### src/sv/mzof_pkg.sv
// Shared types and constants for the modified z-score outlier filter.
// Holds the payload structs, arithmetic widths and configuration codes.
// No dependencies.
package mzof_pkg;

    // Fixed geometry of one sample set
    localparam int SENSOR_COUNT  = 4;
    localparam int READING_WIDTH = 24;
    localparam int SCALE_WIDTH   = 16;

    // Compare shift: 2 * 2^14 on the deviation side of the outlier test
    localparam int DEV_SHIFT = 15;

    // Product widths: scale * spread, then times seven
    localparam int PROD_WIDTH  = READING_WIDTH + SCALE_WIDTH;
    localparam int PROD7_WIDTH = PROD_WIDTH + 3;

    // Configuration register indexes
    localparam logic CFG_MEDIAN_DEV_SCALE = 1'b0;
    localparam logic CFG_MEAN_DEV_SCALE   = 1'b1;

    // Reset values of the scale registers (Q2.14)
    localparam logic [SCALE_WIDTH-1:0] MEDIAN_DEV_SCALE_RST = 16'd24291;
    localparam logic [SCALE_WIDTH-1:0] MEAN_DEV_SCALE_RST   = 16'd20534;

    typedef logic signed [READING_WIDTH-1:0]   t_reading;
    typedef logic signed [READING_WIDTH:0]     t_sum1;
    typedef logic signed [READING_WIDTH+1:0]   t_sum2;
    typedef logic        [READING_WIDTH-1:0]   t_dev;
    typedef logic        [READING_WIDTH+1:0]   t_dev_sum;
    typedef logic        [SCALE_WIDTH-1:0]     t_scale;
    typedef logic        [PROD_WIDTH-1:0]      t_prod;
    typedef logic        [PROD7_WIDTH-1:0]     t_prod7;
    typedef logic        [SENSOR_COUNT-1:0]    t_flags;

    typedef struct packed {
        t_reading reading_0;
        t_reading reading_1;
        t_reading reading_2;
        t_reading reading_3;
    } t_in_item;

    typedef struct packed {
        t_reading cleaned_0;
        t_reading cleaned_1;
        t_reading cleaned_2;
        t_reading cleaned_3;
        t_flags   reliable_mask;
        t_reading median_value;
    } t_out_item;

endpackage

### src/sv/modified_zscore_outlier_filter.sv
// Modified z-score outlier filter: eight-stage pipeline over four sensor readings.
// Depends on mzof_pkg for payload structs, widths and configuration codes.
//
//   Channel   Signals                                  Direction  Moves
//   input     i_in_valid / o_in_ready / i_in_data      in         one set of four readings
//   output    o_out_valid / i_out_ready / o_out_data   out        cleaned set, mask, median
//   config    i_cfg_we / i_cfg_index / i_cfg_data      in         scale register write
//
// One sample set enters per cycle while the pipeline advances; its result passes through
// the chain sort -> median -> deviations -> sort -> MAD -> multiply -> times seven ->
// compare, one register stage per step, and is offered from the output register. The
// whole pipeline advances together whenever the output register is empty or being
// taken; while the output is held, every stage holds and the input is not ready.
// Reset (synchronous, active low) clears the valid bits and loads the scale registers
// with their defaults.
module modified_zscore_outlier_filter
    import mzof_pkg::*;
(
    input  logic              i_clk,
    input  logic              i_rst_n,
    input  logic              i_in_valid,
    output logic              o_in_ready,
    input  t_in_item          i_in_data,
    output logic              o_out_valid,
    input  logic              i_out_ready,
    output t_out_item         o_out_data,
    input  logic              i_cfg_we,
    input  logic              i_cfg_index,
    input  logic [SCALE_WIDTH-1:0] i_cfg_data
);

    localparam int STAGES = 8;

    // Absolute difference of two readings
    function automatic t_dev f_absdiff(input t_reading a, input t_reading b);
        t_sum1 diff;
        diff = t_sum1'(a) - t_sum1'(b);
        if (diff < 0) begin
            diff = -diff;
        end
        return diff[READING_WIDTH-1:0];
    endfunction

    // Pipeline control
    logic              en;
    logic [STAGES-1:0] r_vld;

    // Configuration registers
    t_scale r_med_scale;
    t_scale r_mean_scale;

    // Stage 1: captured readings, dead flags, first sort layer, sums
    t_reading n1_x [SENSOR_COUNT];
    t_flags   n1_dead;
    logic [2:0] dead_cnt;
    logic [1:0] live_cnt;
    t_reading live0, live1;
    t_reading n1_min01, n1_max01, n1_min23, n1_max23;
    t_sum1    n1_lsum;
    t_sum2    n1_sum;

    t_reading r1_x [SENSOR_COUNT];
    t_flags   r1_dead;
    logic     r1_two;
    t_reading r1_min01, r1_max01, r1_min23, r1_max23;
    t_sum1    r1_lsum;
    t_sum2    r1_sum;

    // Stage 2: median and mean
    t_reading mid_a, mid_b;
    t_sum1    mid_sum;
    t_reading n2_med;
    t_reading r2_x [SENSOR_COUNT];
    t_flags   r2_dead;
    t_reading r2_med;
    t_reading r2_mean;

    // Stage 3: absolute deviations
    t_dev     r3_dev [SENSOR_COUNT];
    t_dev     r3_adm [SENSOR_COUNT];
    t_reading r3_x [SENSOR_COUNT];
    t_flags   r3_dead;
    t_reading r3_med;

    // Stage 4: first sort layer of deviations, mean-deviation sum
    t_dev     n4_dmin01, n4_dmax01, n4_dmin23, n4_dmax23;
    t_dev_sum n4_adsum;
    t_dev     r4_dmin01, r4_dmax01, r4_dmin23, r4_dmax23;
    t_dev_sum r4_adsum;
    t_dev     r4_dev [SENSOR_COUNT];
    t_reading r4_x [SENSOR_COUNT];
    t_flags   r4_dead;
    t_reading r4_med;

    // Stage 5: MAD and mean absolute deviation
    t_dev     dmid_a, dmid_b;
    logic [READING_WIDTH:0] dmid_sum;
    t_dev     r5_mad;
    t_dev     r5_meanad;
    t_dev     r5_dev [SENSOR_COUNT];
    t_reading r5_x [SENSOR_COUNT];
    t_flags   r5_dead;
    t_reading r5_med;

    // Stage 6: scale times spread
    logic     use_mad;
    t_dev     spread;
    t_scale   scale;
    t_prod    r6_prod;
    logic     r6_quiet;
    t_dev     r6_dev [SENSOR_COUNT];
    t_reading r6_x [SENSOR_COUNT];
    t_flags   r6_dead;
    t_reading r6_med;

    // Stage 7: times seven
    t_prod7   r7_p7;
    logic     r7_quiet;
    t_dev     r7_dev [SENSOR_COUNT];
    t_reading r7_x [SENSOR_COUNT];
    t_flags   r7_dead;
    t_reading r7_med;

    // Stage 8: outlier decision into the output register
    t_reading  cleaned [SENSOR_COUNT];
    t_flags    keep;
    t_out_item n_out;
    t_out_item r_out;

    // Advance the whole pipeline when the output slot is free or being taken
    assign en          = !r_vld[STAGES-1] || i_out_ready;
    assign o_in_ready  = en;
    assign o_out_valid = r_vld[STAGES-1];
    assign o_out_data  = r_out;

    // Valid bits and configuration registers
    always_ff @(posedge i_clk) begin
        if (!i_rst_n) begin
            r_vld        <= '0;
            r_med_scale  <= MEDIAN_DEV_SCALE_RST;
            r_mean_scale <= MEAN_DEV_SCALE_RST;
        end else begin
            if (en) begin
                r_vld <= {r_vld[STAGES-2:0], i_in_valid};
            end
            if (i_cfg_we) begin
                unique case (i_cfg_index)
                    CFG_MEDIAN_DEV_SCALE: r_med_scale  <= i_cfg_data;
                    CFG_MEAN_DEV_SCALE:   r_mean_scale <= i_cfg_data;
                    default:              r_med_scale  <= r_med_scale;
                endcase
            end
        end
    end

    // Stage 1: flag dead readings, pick live pair, first compare layer, sum all four
    always_comb begin
        n1_x[0] = i_in_data.reading_0;
        n1_x[1] = i_in_data.reading_1;
        n1_x[2] = i_in_data.reading_2;
        n1_x[3] = i_in_data.reading_3;
        dead_cnt = '0;
        live_cnt = '0;
        live0    = '0;
        live1    = '0;
        n1_sum   = '0;
        for (int i = 0; i < SENSOR_COUNT; i++) begin
            n1_dead[i] = (n1_x[i] == '0);
            dead_cnt   = dead_cnt + 3'(n1_dead[i]);
            n1_sum     = n1_sum + t_sum2'(n1_x[i]);
            if (!n1_dead[i] && live_cnt != 2'd2) begin
                if (live_cnt == 2'd0) begin
                    live0 = n1_x[i];
                end else begin
                    live1 = n1_x[i];
                end
                live_cnt = live_cnt + 2'd1;
            end
        end
        n1_lsum  = t_sum1'(live0) + t_sum1'(live1);
        n1_min01 = (n1_x[0] < n1_x[1]) ? n1_x[0] : n1_x[1];
        n1_max01 = (n1_x[0] < n1_x[1]) ? n1_x[1] : n1_x[0];
        n1_min23 = (n1_x[2] < n1_x[3]) ? n1_x[2] : n1_x[3];
        n1_max23 = (n1_x[2] < n1_x[3]) ? n1_x[3] : n1_x[2];
    end

    // Stage 2: median of the middle two sorted values, or of the live pair when exactly two readings are dead
    always_comb begin
        mid_a   = (r1_min01 > r1_min23) ? r1_min01 : r1_min23;
        mid_b   = (r1_max01 < r1_max23) ? r1_max01 : r1_max23;
        mid_sum = t_sum1'(mid_a) + t_sum1'(mid_b);
        n2_med  = r1_two ? r1_lsum[READING_WIDTH:1] : mid_sum[READING_WIDTH:1];
    end

    // Stage 4: first compare layer on deviations, sum of deviations from mean
    always_comb begin
        n4_dmin01 = (r3_dev[0] < r3_dev[1]) ? r3_dev[0] : r3_dev[1];
        n4_dmax01 = (r3_dev[0] < r3_dev[1]) ? r3_dev[1] : r3_dev[0];
        n4_dmin23 = (r3_dev[2] < r3_dev[3]) ? r3_dev[2] : r3_dev[3];
        n4_dmax23 = (r3_dev[2] < r3_dev[3]) ? r3_dev[3] : r3_dev[2];
        n4_adsum  = '0;
        for (int i = 0; i < SENSOR_COUNT; i++) begin
            n4_adsum = n4_adsum + t_dev_sum'(r3_adm[i]);
        end
    end

    // Stage 5: middle two deviations
    always_comb begin
        dmid_a   = (r4_dmin01 > r4_dmin23) ? r4_dmin01 : r4_dmin23;
        dmid_b   = (r4_dmax01 < r4_dmax23) ? r4_dmax01 : r4_dmax23;
        dmid_sum = {1'b0, dmid_a} + {1'b0, dmid_b};
    end

    // Stage 6: fall back to the mean absolute deviation when MAD is zero
    always_comb begin
        use_mad = (r5_mad != '0);
        spread  = use_mad ? r5_mad : r5_meanad;
        scale   = use_mad ? r_med_scale : r_mean_scale;
    end

    // Stage 8: outlier when 2 * 2^14 * dev > 7 * scale * spread; outliers and dead readings get the median
    always_comb begin
        for (int i = 0; i < SENSOR_COUNT; i++) begin
            keep[i] = !r7_dead[i]
                   && (r7_quiet || !((t_prod7'(r7_dev[i]) << DEV_SHIFT) > r7_p7));
            cleaned[i] = keep[i] ? r7_x[i] : r7_med;
        end
        n_out.cleaned_0     = cleaned[0];
        n_out.cleaned_1     = cleaned[1];
        n_out.cleaned_2     = cleaned[2];
        n_out.cleaned_3     = cleaned[3];
        n_out.reliable_mask = keep;
        n_out.median_value  = r7_med;
    end

    // Payload registers: all stages move together on enable
    always_ff @(posedge i_clk) begin
        if (en) begin
            // stage 1
            r1_x     <= n1_x;
            r1_dead  <= n1_dead;
            r1_two   <= (dead_cnt == 3'd2);
            r1_min01 <= n1_min01;
            r1_max01 <= n1_max01;
            r1_min23 <= n1_min23;
            r1_max23 <= n1_max23;
            r1_lsum  <= n1_lsum;
            r1_sum   <= n1_sum;
            // stage 2
            r2_x     <= r1_x;
            r2_dead  <= r1_dead;
            r2_med   <= n2_med;
            r2_mean  <= r1_sum[READING_WIDTH+1:2];
            // stage 3
            for (int i = 0; i < SENSOR_COUNT; i++) begin
                r3_dev[i] <= f_absdiff(r2_x[i], r2_med);
                r3_adm[i] <= f_absdiff(r2_x[i], r2_mean);
            end
            r3_x     <= r2_x;
            r3_dead  <= r2_dead;
            r3_med   <= r2_med;
            // stage 4
            r4_dmin01 <= n4_dmin01;
            r4_dmax01 <= n4_dmax01;
            r4_dmin23 <= n4_dmin23;
            r4_dmax23 <= n4_dmax23;
            r4_adsum  <= n4_adsum;
            r4_dev    <= r3_dev;
            r4_x      <= r3_x;
            r4_dead   <= r3_dead;
            r4_med    <= r3_med;
            // stage 5
            r5_mad    <= dmid_sum[READING_WIDTH:1];
            r5_meanad <= r4_adsum[READING_WIDTH+1:2];
            r5_dev    <= r4_dev;
            r5_x      <= r4_x;
            r5_dead   <= r4_dead;
            r5_med    <= r4_med;
            // stage 6
            r6_prod   <= t_prod'(scale) * t_prod'(spread);
            r6_quiet  <= !use_mad && (r5_meanad == '0);
            r6_dev    <= r5_dev;
            r6_x      <= r5_x;
            r6_dead   <= r5_dead;
            r6_med    <= r5_med;
            // stage 7
            r7_p7     <= (t_prod7'(r6_prod) << 3) - t_prod7'(r6_prod);
            r7_quiet  <= r6_quiet;
            r7_dev    <= r6_dev;
            r7_x      <= r6_x;
            r7_dead   <= r6_dead;
            r7_med    <= r6_med;
            // stage 8
            r_out     <= n_out;
        end
    end

endmodule
### config.mk
export PLATFORM = sky130hd
export DESIGN_NAME = modified_zscore_outlier_filter
export DESIGN_NICKNAME = d
export VERILOG_FILES = /design/src/sv/mzof_pkg.sv /design/src/sv/modified_zscore_outlier_filter.sv
export SDC_FILE = /design/constraint.sdc
export NUM_CORES = 2
export LEC_CHECK = 0
export ABC_AREA = 1
export BUFFER_PORTS_ARGS = -buffer_cell sky130_fd_sc_hd__buf_4
export CAP_MARGIN = 5
export CELL_PAD_IN_SITES_DETAIL_PLACEMENT = 0
export CELL_PAD_IN_SITES_GLOBAL_PLACEMENT = 1
export CORE_ASPECT_RATIO = 1.75
export CORE_MARGIN = 2
export CORE_UTILIZATION = 35
export DETAILED_ROUTE_END_ITERATION = 16
export GPL_TIMING_DRIVEN = 1
export PLACE_DENSITY = 0.68
export SYNTH_ARGS = -nofsm -noshare
export SYNTH_HDL_FRONTEND = slang
export SYNTH_SLANG_ARGS = --single-unit
### constraint.sdc
create_clock -name i_clk -period 67.6 [get_ports i_clk]
set_clock_uncertainty 0.05 [all_clocks]
set_input_delay 10.14 -clock i_clk [delete_from_list [all_inputs] [get_ports i_clk]]
set_output_delay 10.14 -clock i_clk [all_outputs]
set_load 0.005 [all_outputs]
# Word-level counts from Yosys, hierarchy flattened
# Memories as Yosys holds them, arrays and structs flattened.
# Cells that the tools add are included.
[totals]
out_inout_bits = 126
wordCells = 233
ramBits = 96
memories = 1
reg_bits = 1915
input_bits = 118
[classes]
addsub = 31
n_mux = 49
n_lt_le_gt_ge = 20
eq_ne = 4
n_mul = 1
reduce_logical = 37
n_bitwise = 1
[memory_table]
columns = ["name", "words", "width", "rd", "rd_ports_with_merged_regs", "write_ports", "line_no", "rtl"]
rows = [
  ["r3_adm", 4, 24, 4, 0, 4, "modified_zscore_outlier_filter.sv:80", "t_dev r3_adm [SENSOR_COUNT];"],
]
[ops]
columns = ["operator", "n"]
rows = [
  ["2-to-1 mux 24 bit", 43],
  ["less-than comparator 25 x 1 -> 1 bit, second input constant", 8],
  ["subtractor 24 x 24 -> 25 bit", 8],
  ["negation 24 bit", 8],
  ["> comparator 39 x 43 -> 1 bit", 4],
  ["less-than comparator 24 bit", 6],
  ["adder 24 x 24 -> 25 bit", 5],
  ["logical NOT 24 bit", 5],
  ["adder 25 x 24 -> 26 bit", 2],
  ["adder 26 x 24 -> 26 bit", 2],
  ["> comparator 24 bit", 2],
  ["subtractor 43 x 40 -> 43 bit", 1],
  ["multiplier 16 x 24 -> 40 bit", 1],
  ["nonzero test 24 bit", 1],
  ["2-to-1 mux 16 bit", 1],
  ["logical NOT 1 bit", 13],
  ["logical AND 1 bit", 8],
  ["logical NOT 2 bit", 3],
  ["!= test 2 bit, second input constant", 3],
  ["logical OR 1 bit", 5],
  ["adder 2 x 1 -> 2 bit, second input constant", 2],
  ["2-to-1 mux 2 bit", 2],
  ["AND reduction 2 bit", 2],
  ["adder 2 x 1 -> 3 bit", 1],
  ["other kinds (5)", 7],
]

# Longest topological paths before layout
[logic_depth]
depth_word = 12
ltp_mapped = 36
ltp_nobuf = 34

# Worst setup path before layout
# No wires, ideal clock.
[synth_timing]
path_type = "input to output"
startpoint = "in i_out_ready"
endpoint = "out o_in_ready"
slack_ns = 9.268
n_path_buf = 0
arrival_ns = 48.142
stages = 2
required_ns = 57.410
cell_sequence = "nor2_1 inv_1"
[synth_via]
elab_chain_len = 1
[synth_lines]
columns = ["element", "line_no", "rtl"]
rows = [
  ["start, declared", "modified_zscore_outlier_filter.sv:25", "input logic i_out_ready,"],
  ["logical OR 1 bit", "modified_zscore_outlier_filter.sv:131", "assign en = !r_vld[STAGES-1] || i_out_ready;"],
  ["end, declared", "modified_zscore_outlier_filter.sv:22", "output logic o_in_ready,"],
]
# Every way passes these cells.

# Final worst setup path
# Ends and elaborated chain as after synthesis.

==> out/metrics.json <==
{
  "synthMuxAreaShare_pct": 0.00899,
  "synth-edff-count": 1966,
  "path_cells": "buf_4, nor2_1, inv_8, buf_4",
  "worst_ep_arrival_ns": 11.69,
  "drt_pass1_iterations": 6,
  "routed_wire_length_per_instance_um": 27.2,
  "worst_path_max_delay_cell": "sky130_fd_sc_hd__nor2_1",
  "drc_violation_count_after_routing": 0,
  "run_status": "finished, final reports clean",
  "endpoint_kind": "primary output",
  "finalCritPeriodShare_pct": 32.4,
  "yosys_most_used_dff": "sky130_fd_sc_hd__edfxtp_1",
  "fin_tns_setup_ns": 0,
  "top_level_ports": 244,
  "setup.worst_path.start_class": "input pin",
  "crit_path_kind": "input pin to primary output",
  "detail_route.iter0.violations": 4938,
  "first_global_vias": 78700,
  "netlist_area_um2": 111000,
  "yosys.area_share.adder_pct": 15.9,
  "routed-via-count": 75800,
  "max_cap_viol_count": 0,
  "cts_htree_levels": 4,
  "pin_count_of_the_biggest_net_entering_global_routing": 125,
  "drive_gt1_share_pct": 7.03,
  "num-nets-final": 12000,
  "synth_compound_area_share_pct": 8.24,
  "crit_required_ns": 57.41,
  "synth_area_leader_cell": "sky130_fd_sc_hd__edfxtp_1",
  "layout_min_cycle_time_ns": 21.88,
  "grt_setup_unrepaired": "no",
  "cts.root.buffer_cell": "sky130_fd_sc_hd__clkbuf_16",
  "post_synth_xor_area_fraction_pct": 3.68,
  "clkSlewWorstSetupHoldPaths_ns": 0.07,
  "setup_viol_count_final": 0,
  "synth_seq_cells": 2006,
  "finalMaxSlewViolations": 0,
  "post_cts.repair.setup_buffers": 0,
  "synth_top_family_by_area": "adder cells",
  "detailed_place_hpwl_mm": 336,
  "critical_path.max_stage_delay_ns": 0.80,
  "place_congestion": 0.986,
  "hold_viol_final": 0,
  "design.die.area_um2": 323000,
  "synth.avg_cell_area_um2": 10.8,
  "crit_top_cell": "sky130_fd_sc_hd__buf_4",
  "first_pass_grt_wire_length_mm": 567,
  "placement_rows": 274,
  "fillerInstances": 30800,
  "via_per_inst": 5.05,
  "maxClockFrequency_mhz": 45.7,
  "route.final.wire_length_mm": 408,
  "synth_area_leaders": "sky130_fd_sc_hd__edfxtp_1 53%, sky130_fd_sc_hd__ha_1 8.5%, sky130_fd_sc_hd__fa_1 7.5%, sky130_fd_sc_hd__nand2_1 6.6%, sky130_fd_sc_hd__inv_1 4.8%",
  "antenna_found_initial": 15,
  "global_route.overflow_total": 0,
  "reg2regPathDepth": 31,
  "synthCells": 10400,
  "critical_path.top_delay_family": "simple AND/OR/NAND/NOR gates",
  "synth_nets": 11600,
  "worstHoldPathCells": 0,
  "post-synth-top-count-cell": "sky130_fd_sc_hd__edfxtp_1",
  "die_w_um": 430,
  "placed_cells": 14700,
  "stdcell_count": 15000,
  "ff_latch_area_um2": 59800,
  "die_height_um": 750,
  "global_route.usage.total_pct": 25.0,
  "netlist-cell-type-count": 78,
  "port_buffers": 243,
  "clock_sink_count": 2006,
  "synth-seq-area-share_pct": 53.7,
  "core_region_area_um2": 317000,
  "yosys_warnings": 0,
  "total_area_of_multi_input_combinational_cells_um2": 45500,
  "post_synth_and_or_nand_nor_area_fraction_pct": 12.9,
  "flow.area_growth_from_synthesis_pct": 12.0,
  "synth_top_area_share_pct": 53.0,
  "yosys-top-cells-count": "1966 x sky130_fd_sc_hd__edfxtp_1, 1964 x sky130_fd_sc_hd__nand2_1, 1421 x sky130_fd_sc_hd__inv_1, 869 x sky130_fd_sc_hd__nor2_1, 753 x sky130_fd_sc_hd__ha_1",
  "ys_async_sr_fraction_pct": 0,
  "cts_tree": "yes",
  "worstPathBufferInverterCount": 3,
  "ctsResizeCount": 0,
  "initial_core_utilization_pct": 35.1,
  "clockBufferDepth": 4,
  "cts_inserted_buffers": 187,
  "cts-hold-fix-buffers": 0,
  "max_slew_margin_pct": 6.60,
  "antenna_violating_nets_post_route": 0,
  "crit_cells": 4,
  "clk_latency_ns": 0.88,
  "critPathMaxFanout": 21,
  "worstMarginPinSlew_ns": 1.40,
  "hold_class": "flop to flop"
}
logic make-up (layout without fill, tap and decap cells):
logic type | count (synthesis) | in the layout
compound gates | 1634 | 1634
buf+inv | 1619 | 2110
simple gates | 3469 | 3469
mux | 1 | 1
fa+ha+maj | 1168 | 1168
other cells | 0 | 41
xor+xnor | 460 | 460
flops | 2006 | 2006
state kept, by name, summed over array words and instances, names as in the netlist, 40 cells and up:
register	flops
o_out_data	124
r1_x	96
r2_x	96
r3_adm	96
r3_dev	96
r3_x	96
r4_dev	96
r4_x	96
r5_dev	96
r5_x	96
r6_dev	96
r6_x	96
r7_dev	96
r7_x	96
r7_p7	43
r6_prod	40
layout by cell type (no fill, tap or decap), types with 41 or more instances in the layout:
master                      instances
sky130_fd_sc_hd__o21ai_1           48
sky130_fd_sc_hd__xnor2_1          130
sky130_fd_sc_hd__inv_1           1420
sky130_fd_sc_hd__o211ai_1          60
sky130_fd_sc_hd__clkbuf_16        188
sky130_fd_sc_hd__a31oi_1           50
sky130_fd_sc_hd__nand4_1          129
sky130_fd_sc_hd__ha_1             753
sky130_fd_sc_hd__o21ai_0          542
sky130_fd_sc_hd__a21o_1            54
sky130_fd_sc_hd__xor2_1           320
sky130_fd_sc_hd__diode_2           41
sky130_fd_sc_hd__nand3_1          254
sky130_fd_sc_hd__nand2_1         1958
sky130_fd_sc_hd__edfxtp_1        1966
sky130_fd_sc_hd__clkinv_1          41
sky130_fd_sc_hd__a21oi_1          675
sky130_fd_sc_hd__nor3_1            98
sky130_fd_sc_hd__buf_4            323
sky130_fd_sc_hd__nor2_1           869
sky130_fd_sc_hd__fa_1             415
worst paths after layout:
| path | end | startpoint | slack (ns) |
|---|---|---|---|
| setup / recovery | o_in_ready | i_out_ready | 45.72 |
| hold reg to reg | r5_x[65] | r4_x[65] | 0.31 |
| hold / removal | r5_x[65] | r4_x[65] | 0.31 |
| setup reg to reg | r6_prod[33] | r5_mad[0] | 58.02 |
routing by layer:
metal | global-route usage (%) | vias up | share of wire, %
met2 | 47.8 | 2010 | 55
met4 | 24.2 | 4 | 11
met3 | 2.14 | 907 | 2.7
li1 | - | 35900 | -
met1 | 22.7 | 37000 | 31
met5 | 0 | - | 0.0056
final cells by class:
| type | count | share of cell area (%) |
|---|---|---|
| flip-flops and latches | 2006 | 48.0 |
| multi-input cells | 6732 | 36.4 |
| inverters | 1448 | 4.37 |
| well taps | 4140 | 4.15 |
| clock buffers | 205 | 3.82 |
| repair buffers | 324 | 1.96 |
| clock inverters | 133 | 1.22 |
| diodes | 41 | 0.0822 |
per-stage QoR:
stage               setup slack, ns  area (µm²)  hold WS, ns  util [%]
global route                  45.66      125000        0.307      39.3
floorplan                      9.27      111000        0.350         -
finish                        45.72      125000        0.313      39.3
detailed placement            45.64      118000        0.355      37.3
CTS                           45.64      125000        0.301      39.3
global placement              45.67      118000        0.351      37.3
Power is not shown: default switching activity piles up to over one toggle a cycle in this logic, so the estimate is an artifact.
